`src/hw/rtl/ssa_pkg.sv`:
```
// Shared types and constants of the stack slot allocator.
`timescale 1ns / 1ps
`default_nettype none

package ssa_pkg;

   // Default capacity of the slot region.
   localparam int SSA_MAX_SLOTS = 64;

   // Field widths of the transaction payloads and the limit register.
   localparam int SLOT_W   = 6;
   localparam int STATUS_W = 2;
   localparam int COUNT_W  = 7;
   localparam int LIMIT_W  = 7;

   localparam logic [LIMIT_W-1:0] LIMIT_RESET = 7'd64;

   // Request modes.
   localparam logic MODE_ALLOC = 1'b0;
   localparam logic MODE_FREE  = 1'b1;

   // Response status codes.
   localparam logic [STATUS_W-1:0] STAT_OK      = 2'd0;
   localparam logic [STATUS_W-1:0] STAT_NOSPACE = 2'd1;
   localparam logic [STATUS_W-1:0] STAT_BADFREE = 2'd2;

   // Sequencer states.
   typedef enum logic [2:0] {
      ST_IDLE,
      ST_SCAN,
      ST_GROW,
      ST_FREE_CHECK,
      ST_SHRINK,
      ST_RESULT
   } ssa_state_type;

endpackage

`default_nettype wire

```
`src/hw/rtl/stack_slot_allocator.sv`:
```
// Stack slot allocator: free map in a synchronous memory (one read, one write port) plus a sequencer.
// One transaction in flight. An allocate scans from the base for a free slot, else grows the region;
// freeing the last slot shrinks the region and also drops the free slots below it at the new end.
// The free-map memory read, one entry per cycle, sets the scan length.
// The next request is taken in the cycle after the result moves into the output register.
// Synchronous reset empties the region and sets slot_limit to 64; no clearing pass is needed.
`timescale 1ns / 1ps
`default_nettype none

module stack_slot_allocator #(
   parameter int MAX_SLOTS = ssa_pkg::SSA_MAX_SLOTS
) (
   input  wire logic                         clock,
   input  wire logic                         reset,

   // Request channel.
   input  wire logic                         req_valid,
   output logic                              req_stall,
   input  wire logic                         req_mode,
   input  wire logic [ssa_pkg::SLOT_W-1:0]   req_slot_index,

   // Response channel.
   output logic                              rsp_valid,
   input  wire logic                         rsp_stall,
   output logic [ssa_pkg::SLOT_W-1:0]        rsp_given_slot,
   output logic [ssa_pkg::STATUS_W-1:0]      rsp_status,
   output logic [ssa_pkg::COUNT_W-1:0]       rsp_slots_in_region,

   // Configuration write channel for slot_limit.
   input  wire logic                         csr_valid,
   output logic                              csr_ready,
   input  wire logic [ssa_pkg::LIMIT_W-1:0]  csr_slot_limit
);

   import ssa_pkg::*;

   localparam int IDX_W = $clog2(MAX_SLOTS);
   localparam int CNT_W = $clog2(MAX_SLOTS + 1);
   // Width wide enough to compare port fields against the region count.
   localparam int CMP_W = (CNT_W > COUNT_W) ? CNT_W : COUNT_W;

   // ------------------------------------------------------------------
   // Free-map memory. An entry is one when its slot is inside the region
   // and free. Entries are written as they enter the region (grow writes a
   // zero), and every read whose data is used lies below the region count,
   // so no never-written entry is ever used and no clearing pass is required.
   // ------------------------------------------------------------------
   logic             free_mem [MAX_SLOTS];
   logic             rd_en;
   logic [IDX_W-1:0] rd_addr;
   logic             rd_data_ff;
   logic             wr_en;
   logic [IDX_W-1:0] wr_addr;
   logic             wr_data;

   always_ff @(posedge clock) begin
      if (wr_en) begin
         free_mem[wr_addr] <= wr_data;
      end
   end

   always_ff @(posedge clock) begin
      if (rd_en) begin
         rd_data_ff <= free_mem[rd_addr];
      end
   end

   // ------------------------------------------------------------------
   // Registers.
   // ------------------------------------------------------------------
   ssa_state_type        state_ff, state_in;
   logic [CNT_W-1:0]     count_ff, count_in;
   logic [LIMIT_W-1:0]   limit_ff, limit_in;
   logic [IDX_W-1:0]     scan_ff, scan_in;
   logic [IDX_W-1:0]     slot_ff, slot_in;
   logic [IDX_W-1:0]     res_given_ff, res_given_in;
   logic [STATUS_W-1:0]  res_status_ff, res_status_in;
   logic                 rsp_valid_ff, rsp_valid_in;
   logic [SLOT_W-1:0]    rsp_given_ff, rsp_given_in;
   logic [STATUS_W-1:0]  rsp_status_ff, rsp_status_in;
   logic [COUNT_W-1:0]   rsp_count_ff, rsp_count_in;

   always_ff @(posedge clock) begin
      if (reset) begin
         state_ff     <= ST_IDLE;
         count_ff     <= '0;
         limit_ff     <= LIMIT_RESET;
         rsp_valid_ff <= 1'b0;
      end else begin
         state_ff     <= state_in;
         count_ff     <= count_in;
         limit_ff     <= limit_in;
         rsp_valid_ff <= rsp_valid_in;
      end
   end

   always_ff @(posedge clock) begin
      scan_ff       <= scan_in;
      slot_ff       <= slot_in;
      res_given_ff  <= res_given_in;
      res_status_ff <= res_status_in;
      rsp_given_ff  <= rsp_given_in;
      rsp_status_ff <= rsp_status_in;
      rsp_count_ff  <= rsp_count_in;
   end

   // ------------------------------------------------------------------
   // Handshakes and shared decisions.
   // ------------------------------------------------------------------
   logic             req_fire;
   logic             rsp_free;
   logic             scan_last;
   logic             slot_last;
   logic             slot_in_region;
   logic             grow_ok;
   logic [CNT_W-1:0] count_dec;

   assign req_stall = (state_ff != ST_IDLE);
   assign req_fire  = req_valid && !req_stall;
   assign csr_ready = 1'b1;

   // The output register can take a new result when empty or being drained.
   assign rsp_free = !rsp_valid_ff || !rsp_stall;

   assign count_dec      = count_ff - CNT_W'(1);
   assign scan_last      = (CNT_W'(scan_ff) + CNT_W'(1)) == count_ff;
   assign slot_last      = (CNT_W'(slot_ff) + CNT_W'(1)) == count_ff;
   assign slot_in_region = CMP_W'(req_slot_index) < CMP_W'(count_ff);
   // A limit above the capacity behaves as the capacity.
   assign grow_ok        = (CMP_W'(count_ff) < CMP_W'(limit_ff)) &&
                           (count_ff < CNT_W'(MAX_SLOTS));

   // ------------------------------------------------------------------
   // Next state.
   // ------------------------------------------------------------------
   always_comb begin
      state_in = state_ff;
      unique case (state_ff)
         ST_IDLE: begin
            if (req_fire) begin
               if (req_mode == MODE_ALLOC) begin
                  state_in = (count_ff == '0) ? ST_GROW : ST_SCAN;
               end else begin
                  state_in = slot_in_region ? ST_FREE_CHECK : ST_RESULT;
               end
            end
         end
         ST_SCAN: begin
            if (rd_data_ff) begin
               state_in = ST_RESULT;
            end else if (scan_last) begin
               state_in = ST_GROW;
            end
         end
         ST_GROW: begin
            state_in = ST_RESULT;
         end
         ST_FREE_CHECK: begin
            if (!rd_data_ff && slot_last && (count_dec != '0)) begin
               state_in = ST_SHRINK;
            end else begin
               state_in = ST_RESULT;
            end
         end
         ST_SHRINK: begin
            if (!(rd_data_ff && (count_dec != '0))) begin
               state_in = ST_RESULT;
            end
         end
         ST_RESULT: begin
            if (rsp_free) begin
               state_in = ST_IDLE;
            end
         end
         default: begin
            state_in = ST_IDLE;
         end
      endcase
   end

   // ------------------------------------------------------------------
   // Datapath and memory control.
   // ------------------------------------------------------------------
   always_comb begin
      rd_en         = 1'b0;
      rd_addr       = '0;
      wr_en         = 1'b0;
      wr_addr       = '0;
      wr_data       = 1'b0;
      count_in      = count_ff;
      scan_in       = scan_ff;
      slot_in       = slot_ff;
      res_given_in  = res_given_ff;
      res_status_in = res_status_ff;
      limit_in      = (csr_valid && csr_ready) ? csr_slot_limit : limit_ff;
      rsp_valid_in  = rsp_valid_ff && rsp_stall;
      rsp_given_in  = rsp_given_ff;
      rsp_status_in = rsp_status_ff;
      rsp_count_in  = rsp_count_ff;

      unique case (state_ff)
         ST_IDLE: begin
            if (req_fire) begin
               res_given_in  = '0;
               res_status_in = STAT_OK;
               scan_in       = '0;
               slot_in       = IDX_W'(req_slot_index);
               if (req_mode == MODE_ALLOC) begin
                  // Start the scan at the slot nearest the base.
                  rd_en   = 1'b1;
                  rd_addr = '0;
               end else if (slot_in_region) begin
                  rd_en   = 1'b1;
                  rd_addr = IDX_W'(req_slot_index);
               end else begin
                  res_status_in = STAT_BADFREE;
               end
            end
         end
         ST_SCAN: begin
            // rd_data_ff holds the entry of scan_ff; fetch the following one.
            rd_en   = 1'b1;
            rd_addr = scan_ff + IDX_W'(1);
            scan_in = scan_ff + IDX_W'(1);
            if (rd_data_ff) begin
               wr_en        = 1'b1;
               wr_addr      = scan_ff;
               wr_data      = 1'b0;
               res_given_in = scan_ff;
            end
         end
         ST_GROW: begin
            if (grow_ok) begin
               wr_en        = 1'b1;
               wr_addr      = IDX_W'(count_ff);
               wr_data      = 1'b0;
               res_given_in = IDX_W'(count_ff);
               count_in     = count_ff + CNT_W'(1);
            end else begin
               res_status_in = STAT_NOSPACE;
            end
         end
         ST_FREE_CHECK: begin
            if (rd_data_ff) begin
               // The slot is already free.
               res_status_in = STAT_BADFREE;
            end else if (slot_last) begin
               // Freeing the last slot shrinks the region; look at the new end.
               count_in = count_dec;
               rd_en    = 1'b1;
               rd_addr  = IDX_W'(count_dec - CNT_W'(1));
            end else begin
               wr_en   = 1'b1;
               wr_addr = slot_ff;
               wr_data = 1'b1;
            end
         end
         ST_SHRINK: begin
            // rd_data_ff holds the entry at the current end of the region.
            if (rd_data_ff) begin
               wr_en    = 1'b1;
               wr_addr  = IDX_W'(count_dec);
               wr_data  = 1'b0;
               count_in = count_dec;
               rd_en    = 1'b1;
               rd_addr  = IDX_W'(count_dec - CNT_W'(1));
            end
         end
         ST_RESULT: begin
            if (rsp_free) begin
               rsp_valid_in  = 1'b1;
               rsp_given_in  = SLOT_W'(res_given_ff);
               rsp_status_in = res_status_ff;
               rsp_count_in  = COUNT_W'(count_ff);
            end
         end
         default: begin
         end
      endcase
   end

   assign rsp_valid           = rsp_valid_ff;
   assign rsp_given_slot      = rsp_given_ff;
   assign rsp_status          = rsp_status_ff;
   assign rsp_slots_in_region = rsp_count_ff;

`ifndef SYNTHESIS
   // The region never holds more slots than the memory has entries.
   a_count_in_range: assert property (@(posedge clock) disable iff (reset)
      count_ff <= CNT_W'(MAX_SLOTS))
      else $error("region count exceeds capacity");

   // Marking a slot free only ever touches a slot inside the region.
   a_free_mark_in_region: assert property (@(posedge clock) disable iff (reset)
      (wr_en && wr_data) |-> (CNT_W'(wr_addr) < count_ff))
      else $error("free mark outside the region");

   // An idle cycle leaves the region count untouched.
   a_idle_holds_count: assert property (@(posedge clock) disable iff (reset)
      (state_ff == ST_IDLE) |=> (count_ff == $past(count_ff)))
      else $error("region count changed while idle");

   // A new response is only produced out of the result state.
   a_rsp_from_result: assert property (@(posedge clock) disable iff (reset)
      (rsp_valid_ff && !$past(rsp_valid_ff && rsp_stall)) |-> $past(state_ff == ST_RESULT))
      else $error("response loaded outside the result state");

   // An accepted request always leaves the idle state.
   a_accept_leaves_idle: assert property (@(posedge clock) disable iff (reset)
      req_fire |=> (state_ff != ST_IDLE))
      else $error("accepted request did not start");
`endif

endmodule

`default_nettype wire
```
`config.mk`:
```
export PLATFORM = sky130hd
export DESIGN_NAME = stack_slot_allocator
export DESIGN_NICKNAME = d
export VERILOG_FILES = /design/src/hw/rtl/ssa_pkg.sv /design/src/hw/rtl/stack_slot_allocator.sv
export SDC_FILE = /design/constraint.sdc
export NUM_CORES = 1
export LEC_CHECK = 0
export ABC_CLOCK_PERIOD_IN_PS = 5390
export BUFFER_PORTS_ARGS = -buffer_cell sky130_fd_sc_hd__buf_2
export CAP_MARGIN = 40
export CORE_UTILIZATION = 60
export DETAILED_ROUTE_END_ITERATION = 10
export PLACE_DENSITY = 0.85
export RECOVER_POWER = 100
export SLEW_MARGIN = 20
export SYNTH_ARGS = -nofsm -noshare
export SYNTH_HDL_FRONTEND = slang
export SYNTH_SLANG_ARGS = --single-unit
```
`constraint.sdc`:
```
create_clock -name clock -period 5.39 [get_ports clock]
set_input_delay 1.3475 -clock clock [delete_from_list [all_inputs] [get_ports clock]]
set_output_delay 1.3475 -clock clock [all_outputs]
set_load 0.02 [all_outputs]
```
## Word-level counts from Yosys, hierarchy flattened

Memories as Yosys holds them, arrays and structs flattened. A register that Yosys moved wholly into a read port is not among the register bits.
Cells that the tools add are included.

- Add/subtract/negate cells: 6
- Multipliers: 0
- Div/mod/pow operators: 0
- $lt $le $gt $ge: 3
- Equality and inequality tests: 18
- Shift operators: 0
- Multiplexer cells: 55
- Bitwise operators: 0
- Reductions and logical operators: 27

Operators by type and width:

| cell | count |
|---|---|
| $mux W6 | 14 |
| $pmux W6 S4 | 2 |
| $mux W7 | 4 |
| $mux W3 | 7 |
| $pmux W7 S3 | 1 |
| $ne A2 B2 Y1 const B | 10 |
| $pmux W3 S6 | 1 |
| $pmux W6 S3 | 1 |
| $mux W1 | 15 |
| $add A6 B1 Y7 const B | 2 |
| $eq A7 B7 Y1 | 2 |
| $mux W2 | 6 |
| $pmux W6 S2 | 1 |
| $reduce_and A4 Y1 | 3 |
| $reduce_bool A3 Y1 | 4 |
| $add A7 B1 Y7 const B | 1 |
| $logic_not A7 Y1 | 1 |
| $lt A6 B7 Y1 | 1 |
| $lt A7 B7 Y1 | 1 |
| $lt A7 B7 Y1 const B | 1 |
| $reduce_bool A7 Y1 | 1 |
| $sub A7 B1 Y7 const B | 1 |
| $add A6 B1 Y6 const B | 1 |
| $eq A3 B2 Y1 const B | 2 |
| 15 further kinds | 26 |

- Flip-flop bits (word level): 53
- Latch bits: 0
- Bits in writable memories: 64
- Memory bits (read-only): 0
- Input port bits: 19
- Output and inout bits: 18
- Word-level logic and storage cells: 121
- Memories kept: 1

Memory list:

| name | depth | bits a word | rd ports | clocked after memory_dff | write ports | RTL line | text |
|---|---|---|---|---|---|---|---|
| free_mem | 64 | 1 | 1 | 1 | 1 | stack_slot_allocator.sv:48 | `logic free_mem [MAX_SLOTS];` |

## Depth between registers and ports, before layout

Gate-level depths: netlist (run 1).

- Word-level depth: 7
- Depth in mapped cells: 15
- Depth with buffers taken out: 12

## Least setup slack after synthesis (run 1)

Ideal clock, no wire load.

- Path kind: input to register
- From: input port req_slot_index[2] (netlist name)
- To: register rd_data_ff (read register of free_mem), data pin
- Setup time: 0.267 ns
- Arrival: 3.725 ns
- Required time: 5.123 ns
- Slack: 1.398 ns
- Stages on the path: 12
- Buffers on the path: 1
- Cell sequence: ha_1 a211oi_1 o21ai_1 a211oi_4 a221oi_1 and2_0 clkbuf_1 a221oi_1 nor2_1 o32a_1 a311oi_1 nor4bb_2

- Cells in the longest elaborated chain, start to end: 5
- Elaborated cells on any way between the ends: 9
- Classes of those cells: order compare (1); mux (8)

RTL lines:

| what | RTL line | text |
|---|---|---|
| start, declared | stack_slot_allocator.sv:20 | `input wire logic [ssa_pkg::SLOT_W-1:0] req_slot_index,` |
| $lt A6 B7 Y1 | stack_slot_allocator.sv:128 | `assign slot_in_region = CMP_W'(req_slot_index) < CMP_W'(count_ff);` |
| $mux W6 or $mux W1 (tied branches) | stack_slot_allocator.sv:212 | `end else if (slot_in_region) begin` |
| $mux W6 or $mux W1 (tied branches) | stack_slot_allocator.sv:208 | `if (req_mode == MODE_ALLOC) begin` |
| $mux W6 or $mux W1 (tied branches) | stack_slot_allocator.sv:203 | `if (req_fire) begin` |
| $pmux W6 S4 or $pmux W1 S4 (tied branches) | stack_slot_allocator.sv:201 | `unique case (state_ff)` |
| end, declared | stack_slot_allocator.sv:51 | `logic rd_data_ff;` |

Parallel ways exist; a longest one is shown, timed or not.
A chain may end at the register's enable or synchronous reset.

## Worst setup path after layout (run 1)

- From: input port req_valid
- To: register rd_data_ff (read register of free_mem), data pin

- Cells in the longest elaborated chain, start to end: 3
- Elaborated cells on any way between the ends: 5
- Classes of those cells: mux (4); reduce/logical (1)

RTL lines:

| what | RTL line | text |
|---|---|---|
| start, declared | stack_slot_allocator.sv:17 | `input wire logic req_valid,` |
| $logic_and A1 B1 Y1 (*) | stack_slot_allocator.sv:119 | `assign req_fire = req_valid && !req_stall;` |
| $mux W6 or $mux W1 (tied branches) | stack_slot_allocator.sv:203 |  |
| $pmux W6 S4 or $pmux W1 S4 (tied branches) | stack_slot_allocator.sv:201 |  |

Mark *: on every way between the ends. The rest lies on a longest branch, timed or not.

==> run summary, run 1 <==
Status: finished, violations left
Failing checks: capacitance limit, slew limit
FF-to-FF End: free_mem[4]
Clk_skew: 0.0141 ns
Pre-antenna DRT Iters: 6
TNS Setup: 0 ns
Cts hold-fix bufs: 0
Largest family of logic cells by synthesized area: simple AND/OR/NAND/NOR gates
DP HPWL: 11500 um
Vias per cell: 6.73
Area after DPL: 0.00698 sq mm
Finish-stage setup viols: 0
Synth top cells by count: edfxtp_1, nor2_1, mux2i_1, nand2_1, nand3_1
First-pass GRT wire length: 27000 um
Die width: 108 um
DIE HEIGHT: 108 um
Xor/xnor share of the synthesized area: 4.21%
RSZ-0062 raised after global routing: false
Max-Cap Viols: 1
Top post-synthesis cells by area: edfxtp_1, dfxtp_1, mux2i_1
Tcrit/Tclk final: 86.7%
Post-Syn Area: 0.00678 sq mm
R2r setup slk: 0.74 ns
Port Buffer Count: 35
Layout Area Growth over Synthesis: 9.68%
R2R cell count: 11
Simple-gate area share of the yosys netlist: 17.5%
Largest net degree at the start of global routing: 41
Min cycle time layout: 4.67 ns
Total routing usage reported by global routing: 31.3%
Setup crit start kind: input port
Worst Hold Class: flip-flop to flip-flop
Mapped Nets: 657
Die footprint: 0.0117 sq mm
Post-synth EDFFs: 100
Synth warn: 0
Row count: 38
Post-CTS Setup Bufs: 0
Hold Slack: 0.416 ns
WL met3: 2030 um
WL met1: 6720 um
Synth Area in Compound Gates: 15.3%
Slew @ Worst Pin: 1.55 ns
Antenna violations before repair: 0
CORE AREA: 0.0109 sq mm
Final instance area: 0.00744 sq mm
CP bufs+invs: 2
Reg clk slew, reported paths: 0.06 ns
I/O pin count: 37
Fin. Hold Viols: 0
Crit-path max FO: 13
Clk buf depth: 2
PwrDens: 564 mW/mm^2
Mux share of post-synthesis cell area: 5.88%
WHS Endpoint: rsp_status[0]
Remaining antenna violation count: 0
CP top delay family: simple AND/OR/NAND/NOR gates
CTS tree: yes
Post-synth ARST share: 0%
Post-Synth Adder-Cell Area: 3.14%
DRC: 0
Final GP Congestion: 0.983
Yosys reg bits: 118
ANT cells: 0
Largest area contributor in the netlist: edfxtp_1
Placed cells: 762
Final Instance Count excl. Fillers: 796
Synth unique cells: 78
Crit path DAT: 4.92 ns
Via count: 5356
Max_slew headroom: -3.27%
Root buf cell: clkbuf_16
Clock sinks: 118
Nets: 679
First DRT Iteration DRCs: 720
Leakage: 0.00254 uW
Final WL: 17000 um
Critical Path Max Stage Delay: 0.83 ns
Layout cell share with drive strength beyond 1: 10.2%
Drt wl/cell: 21.4 um
Max frequency: 214 MHz
Metal2 WL: 7710 um
TritonCTS buffer count: 17
Hold Crit Start: res_status_ff[0]
Critical Path End Type: flip-flop
Register area share after synthesis: 49.6%
Fin. max-slew vios: 41
WS Path Type: input port to flip-flop
RR Startpoint: count_ff[0]
Most frequent cell after synthesis: edfxtp_1
Cells on Worst Hold Path: 0
Post-Synthesis Cells: 621
Synth top area share: 44.3%
Starting Density: 62.0%
Htree depth: 4
Synth Area per Inst: 10.9 sq um
Worst skew pair latency: 0.42 ns
Worst vdd ir: 0.322 mV
Vias in the first global route: 5062
Top layer in use: met4
Max stage delay cell, worst path: nor4b_1
GRT overflow: 0
Crit-path cells: clkbuf_1 > nor4b_1 > nand2_1 > a211oi_4 > a21oi_1 > nand3_1 > buf_4 > a311oi_1 > o22ai_1 > o2bb2ai_1 > o211ai_1 > nor4bb_2
CP Data Required Time: 5.64 ns
Cts repair resizes: 0
Top_reg_cell synth: edfxtp_1
## per-layer routing
layer,GRT usage [%],up-vias
met5,0,-
met4,15.3,0
met3,9.04,61
met2,46.2,341
met1,42.2,2587
li1,-,2367
## cells in the final DEF, fill, tap and decap left out, types with 4 or more instances in the layout
| cell type | synthesis | final |
|---|---|---|
| nand4_1 | 7 | 7 |
| nand2_1 | 28 | 28 |
| clkbuf_16 | 0 | 17 |
| clkbuf_1 | 14 | 43 |
| ha_1 | 17 | 17 |
| buf_2 | 19 | 10 |
| mux2_2 | 7 | 7 |
| xnor2_1 | 22 | 22 |
| dfxtp_1 | 18 | 18 |
| a22oi_1 | 7 | 7 |
| and2_1 | 6 | 4 |
| a221o_2 | 5 | 4 |
| nand3_1 | 25 | 25 |
| inv_1 | 16 | 16 |
| edfxtp_1 | 100 | 100 |
| xor2_1 | 8 | 8 |
| a311oi_1 | 5 | 5 |
| nand2b_1 | 5 | 5 |
| nor2_1 | 82 | 83 |
| o211ai_1 | 9 | 9 |
| nor3_1 | 7 | 7 |
| a21oi_1 | 15 | 16 |
| a221o_1 | 3 | 4 |
| a21o_1 | 6 | 6 |
| and3_1 | 15 | 15 |
| mux2i_1 | 32 | 32 |
| or3_1 | 8 | 8 |
| o21ai_0 | 14 | 14 |
| a22o_1 | 11 | 11 |
| a221oi_1 | 13 | 13 |
| nor2b_1 | 18 | 20 |
## logic make-up after synthesis
group	after synthesis
simple gates	229
compound gates	126
flops	118
buf+inv	60
mux	39
xor+xnor	31
fa+ha+maj	17
other cells	1
## state kept, by name, summed over array words and instances, names as in the netlist, 2 cells and up
signal / flops
state_ff: 3
res_status_ff: 2
slot_ff: 6
free_mem: 64
res_given_ff: 6
rsp_slots_in_region: 7
count_ff: 7
rsp_given_slot: 6
limit_ff: 7
scan_ff: 6
rsp_status: 2
## area by class of cell
type,count,area (sq um)
Clock buffer,27,473
Clock inverter,5,75.1
Fill cell,829,3500
Inverter,16,60.1
Multi-Input combinational cell,443,3070
Sequential cell,118,3360
Tap cell,140,175
Timing Repair Buffer,47,220
## through the flow
step | worst slack [ns] | power (uW) | utilization, %
after floorplan | 1.40 | 2730 | -
after global placement | 0.767 | 3060 | 63.8
after detailed placement | 0.723 | 3120 | 63.8
after CTS | 1.15 | 4200 | 68.9
after global routing | 0.501 | 4390 | 68.0
final | 0.720 | 4190 | 68.0
## how the worst max path moves through the flow
stage               depth (start not counted)              start  slack, ns    endpoint
floorplan                                  12  req_slot_index[2]       1.40  rd_data_ff
global placement                           13  req_slot_index[2]       0.77  rd_data_ff
detailed placement                         13  req_slot_index[2]       0.72  rd_data_ff
CTS                                        13  req_slot_index[2]       1.15  rd_data_ff
global route                               12          req_valid       0.50  rd_data_ff
finish                                     12          req_valid       0.72  rd_data_ff
## power by group
group / switching (uW) / total (uW) / internal [uW]
Combinational: 1120 / 1790 / 666
Sequential: 161 / 1340 / 1180
Clock: 374 / 1060 / 689
No activity file was read; power rests on OpenSTA's default activity.
==> inputs of run 2 (changes only) <==
==> constraint.sdc (replaced) <==
create_clock -name clock -period 5.39 [get_ports clock]
set_input_delay 0.8085 -clock clock [delete_from_list [all_inputs] [get_ports clock]]
set_output_delay 0.8085 -clock clock [all_outputs]
set_load 0.02 [all_outputs]
==> run 2 against run 1 <==
Against the previous run: the run now ends clean; setup slack gained 0.091 ns; clock skew decreased by 0.0067 ns; flip-flop and latch count stayed put; combinational power about the same; via count fell by 1.4%; global-route usage grew 0.21 points; final cell count fell by 0.63%; critical endpoint is now free_mem[34]; largest power group unchanged.
==> run summary, run 2 (same netlist as run 1, synthesis figures left out) <==
Status: finished, final reports clean
GRT overflow: 0 (unchanged)
Critical Path Max Stage Delay: 1.10 ns (+0.27 ns)
Port Buffer Count: 35 (unchanged)
Max reg flops: 64 (unchanged)
Via count: 5279 (-1.4%)
First-pass GRT wire length: 26700 um (-0.92%)
Reg clk slew, reported paths: 0.05 ns (about the same)
Max_slew headroom: 6.85% (+10 points)
R2R cell count: 10 (-1)
Post-CTS Setup Bufs: 0 (unchanged)
Crit-path cells: ha_1 > a21o_1 > a21o_1 > a21o_1 > a21o_1 > a21o_1 > a21oi_1 > a221oi_1 > or3_1 > nor2_1
Crit-path max FO: 16 (+3)
Antenna violations before repair: 0 (unchanged)
Hold Slack: 0.426 ns (+0.0102 ns)
First DRT Iteration DRCs: 717 (-0.42%)
Leakage: 0.00254 uW (+0.12%)
CP dominant cell by count: a21o_1
DP HPWL: 11800 um (+2.8%)
Most frequent cells in the layout: edfxtp_1, nor2_1, mux2i_1, clkbuf_1, nand2_1
Setup crit start kind: flip-flop
Die width: 108 um (unchanged)
Worst Hold Class: flip-flop to flip-flop
Root buf cell: clkbuf_16
Drt wl/cell: 22.0 um (+2.5%)
DRC: 0 (unchanged)
TNS Setup: 0 ns (unchanged)
ANT cells: 0 (unchanged)
Max-Cap Viols: 0 (-1)
Crit path DAT: 4.70 ns (-0.22 ns)
Vias per cell: 6.67 (-0.81%)
Final GP Congestion: 0.975 (-0.78%)
Filler cell count: 841 (+1.4%)
Hold Crit Start: res_given_ff[0]
Pre-antenna DRT Iters: 6 (unchanged)
CTS tree: yes
FF-to-FF End: free_mem[34]
Max frequency: 218 MHz (+2.0%)
Clk_skew: 0.00732 ns (-0.00673 ns)
Cts repair resizes: 0 (unchanged)
CORE AREA: 0.0109 sq mm (unchanged)
Worst skew pair latency: 0.43 ns (about the same)
Biggest register: free_mem
WHS Endpoint: rsp_given_slot[0]
DIE HEIGHT: 108 um (unchanged)
Final WL: 17400 um (+1.9%)
RSZ-0062 raised after global routing: false
Min cycle time layout: 4.58 ns (-0.0912 ns)
RR Startpoint: count_ff[1]
Clock power share: 26.0% (+0.7 points)
Fin. max-slew vios: 0 (-100%)
R2r setup slk: 0.81 ns (+0.07 ns)
I/O pin count: 37 (unchanged)
P_int: 2570 uW (+1.4%)
Sw Pwr: 1680 uW (+1.2%)
Htree depth: 4 (unchanged)
Finish-stage setup viols: 0 (unchanged)
Most common cell after layout, fill and taps aside: edfxtp_1
Vias in the first global route: 5022 (-0.79%)
Max stage delay cell, worst path: a21oi_1
Tcrit/Tclk final: 85.0% (-1.7 points)
Slew @ Worst Pin: 1.40 ns (-0.152 ns)
Layout cell share with drive strength beyond 1: 11.5% (+1.3 points)
Largest net degree at the start of global routing: 61 (+49%)
Starting Density: 62.0% (unchanged)
CP Data Required Time: 5.51 ns (-0.13 ns)
CP bufs+invs: 0 (-2)
WS Path Type: flip-flop to flip-flop
Layout Area Growth over Synthesis: 10.1%
Remaining antenna violation count: 0 (unchanged)
Nets: 675 (-0.59%)
TritonCTS buffer count: 17 (unchanged)
Cts hold-fix bufs: 0 (unchanged)
Worst vdd ir: 0.359 mV (+12%)
Total routing usage reported by global routing: 31.5% (+0.21 points)
Seq pwr share: 32.1% (about the same)
Fin. Hold Viols: 0 (unchanged)
PwrDens: 569 mW/mm^2 (+0.91%)
Comb pwr share: 41.9% (-0.7 points)
Row count: 38 (unchanged)
Cells on Worst Hold Path: 0 (unchanged)
Net Sw Frac: 39.4% (about the same)
Clock sinks: 118 (unchanged)
Clk buf depth: 2 (unchanged)
Critical Path End Type: flip-flop
Die footprint: 0.0117 sq mm (unchanged)
CP top delay family: compound AO/OA/AOI/OAI gates
[run 2: cell types whose count changed in the layout (fill, tap and decap cells not counted), moves of 2 or more]
cell	before	now
clkinv_1	0	3
clkbuf_1	43	31
nor2b_4	0	2
clkinvlp_4	0	3
nor2b_1	20	18
[run 2: area by class of cell]
type,instances,area [sq um],share of cell area [%]
sequential,118,3360,45.0
clock inverter,11,134,1.79
clock buffer,20,437,5.85
tap,140,175,2.35
timing repair buffer,43,198,2.65
inverter,16,60.1,0.804
multi-input combinational,443,3100,41.5
[run 2: per-stage QoR]
stage	util (%)	cell area [sq um]	power (uW)	setup slack, ns	cells
after floorplan	-	6780	2730	1.82	621
after detailed placement	63.7	6970	3120	1.33	759
final	68.3	7470	4250	0.811	791
after global routing	68.3	7470	4430	0.642	791
after CTS	68.9	7540	4230	1.35	790
after global placement	63.6	6950	3060	1.23	758
[run 2: how the worst max path moves through the flow]
stage          depth (start not counted)   startpoint           end  slack (ns)
6_report                              10  count_ff[1]  free_mem[34]        0.81
5_1_grt                               10  count_ff[1]   free_mem[8]        0.64
4_1_cts                               10   slot_ff[0]  free_mem[34]        1.35
3_5_place_dp                          10   slot_ff[0]  free_mem[34]        1.33
3_3_place_gp                          13  count_ff[0]    rd_data_ff        1.23
2_1_floorplan                         12   slot_ff[0]  free_mem[56]        1.82
[run 2: power by group through the flow]
stage	combinational, uW	clock [uW]	sequential [uW]
final	1780	1100	1360
after global routing	1910	1150	1380
after CTS	1760	1110	1360
after detailed placement	1750	0	1370
after global placement	1680	0	1380
after floorplan	1450	0	1280
[run 2: per-layer routing]
metal	GRT usage [%]	part of all wire (%)	wire length (um)	up-vias
li1	-	-	-	2353
met1	42.0	41	7130	2566
met2	47.2	45	7830	313
met3	9.22	11	1830	47
met4	15.1	3.3	570	0
met5	0	0	0	-
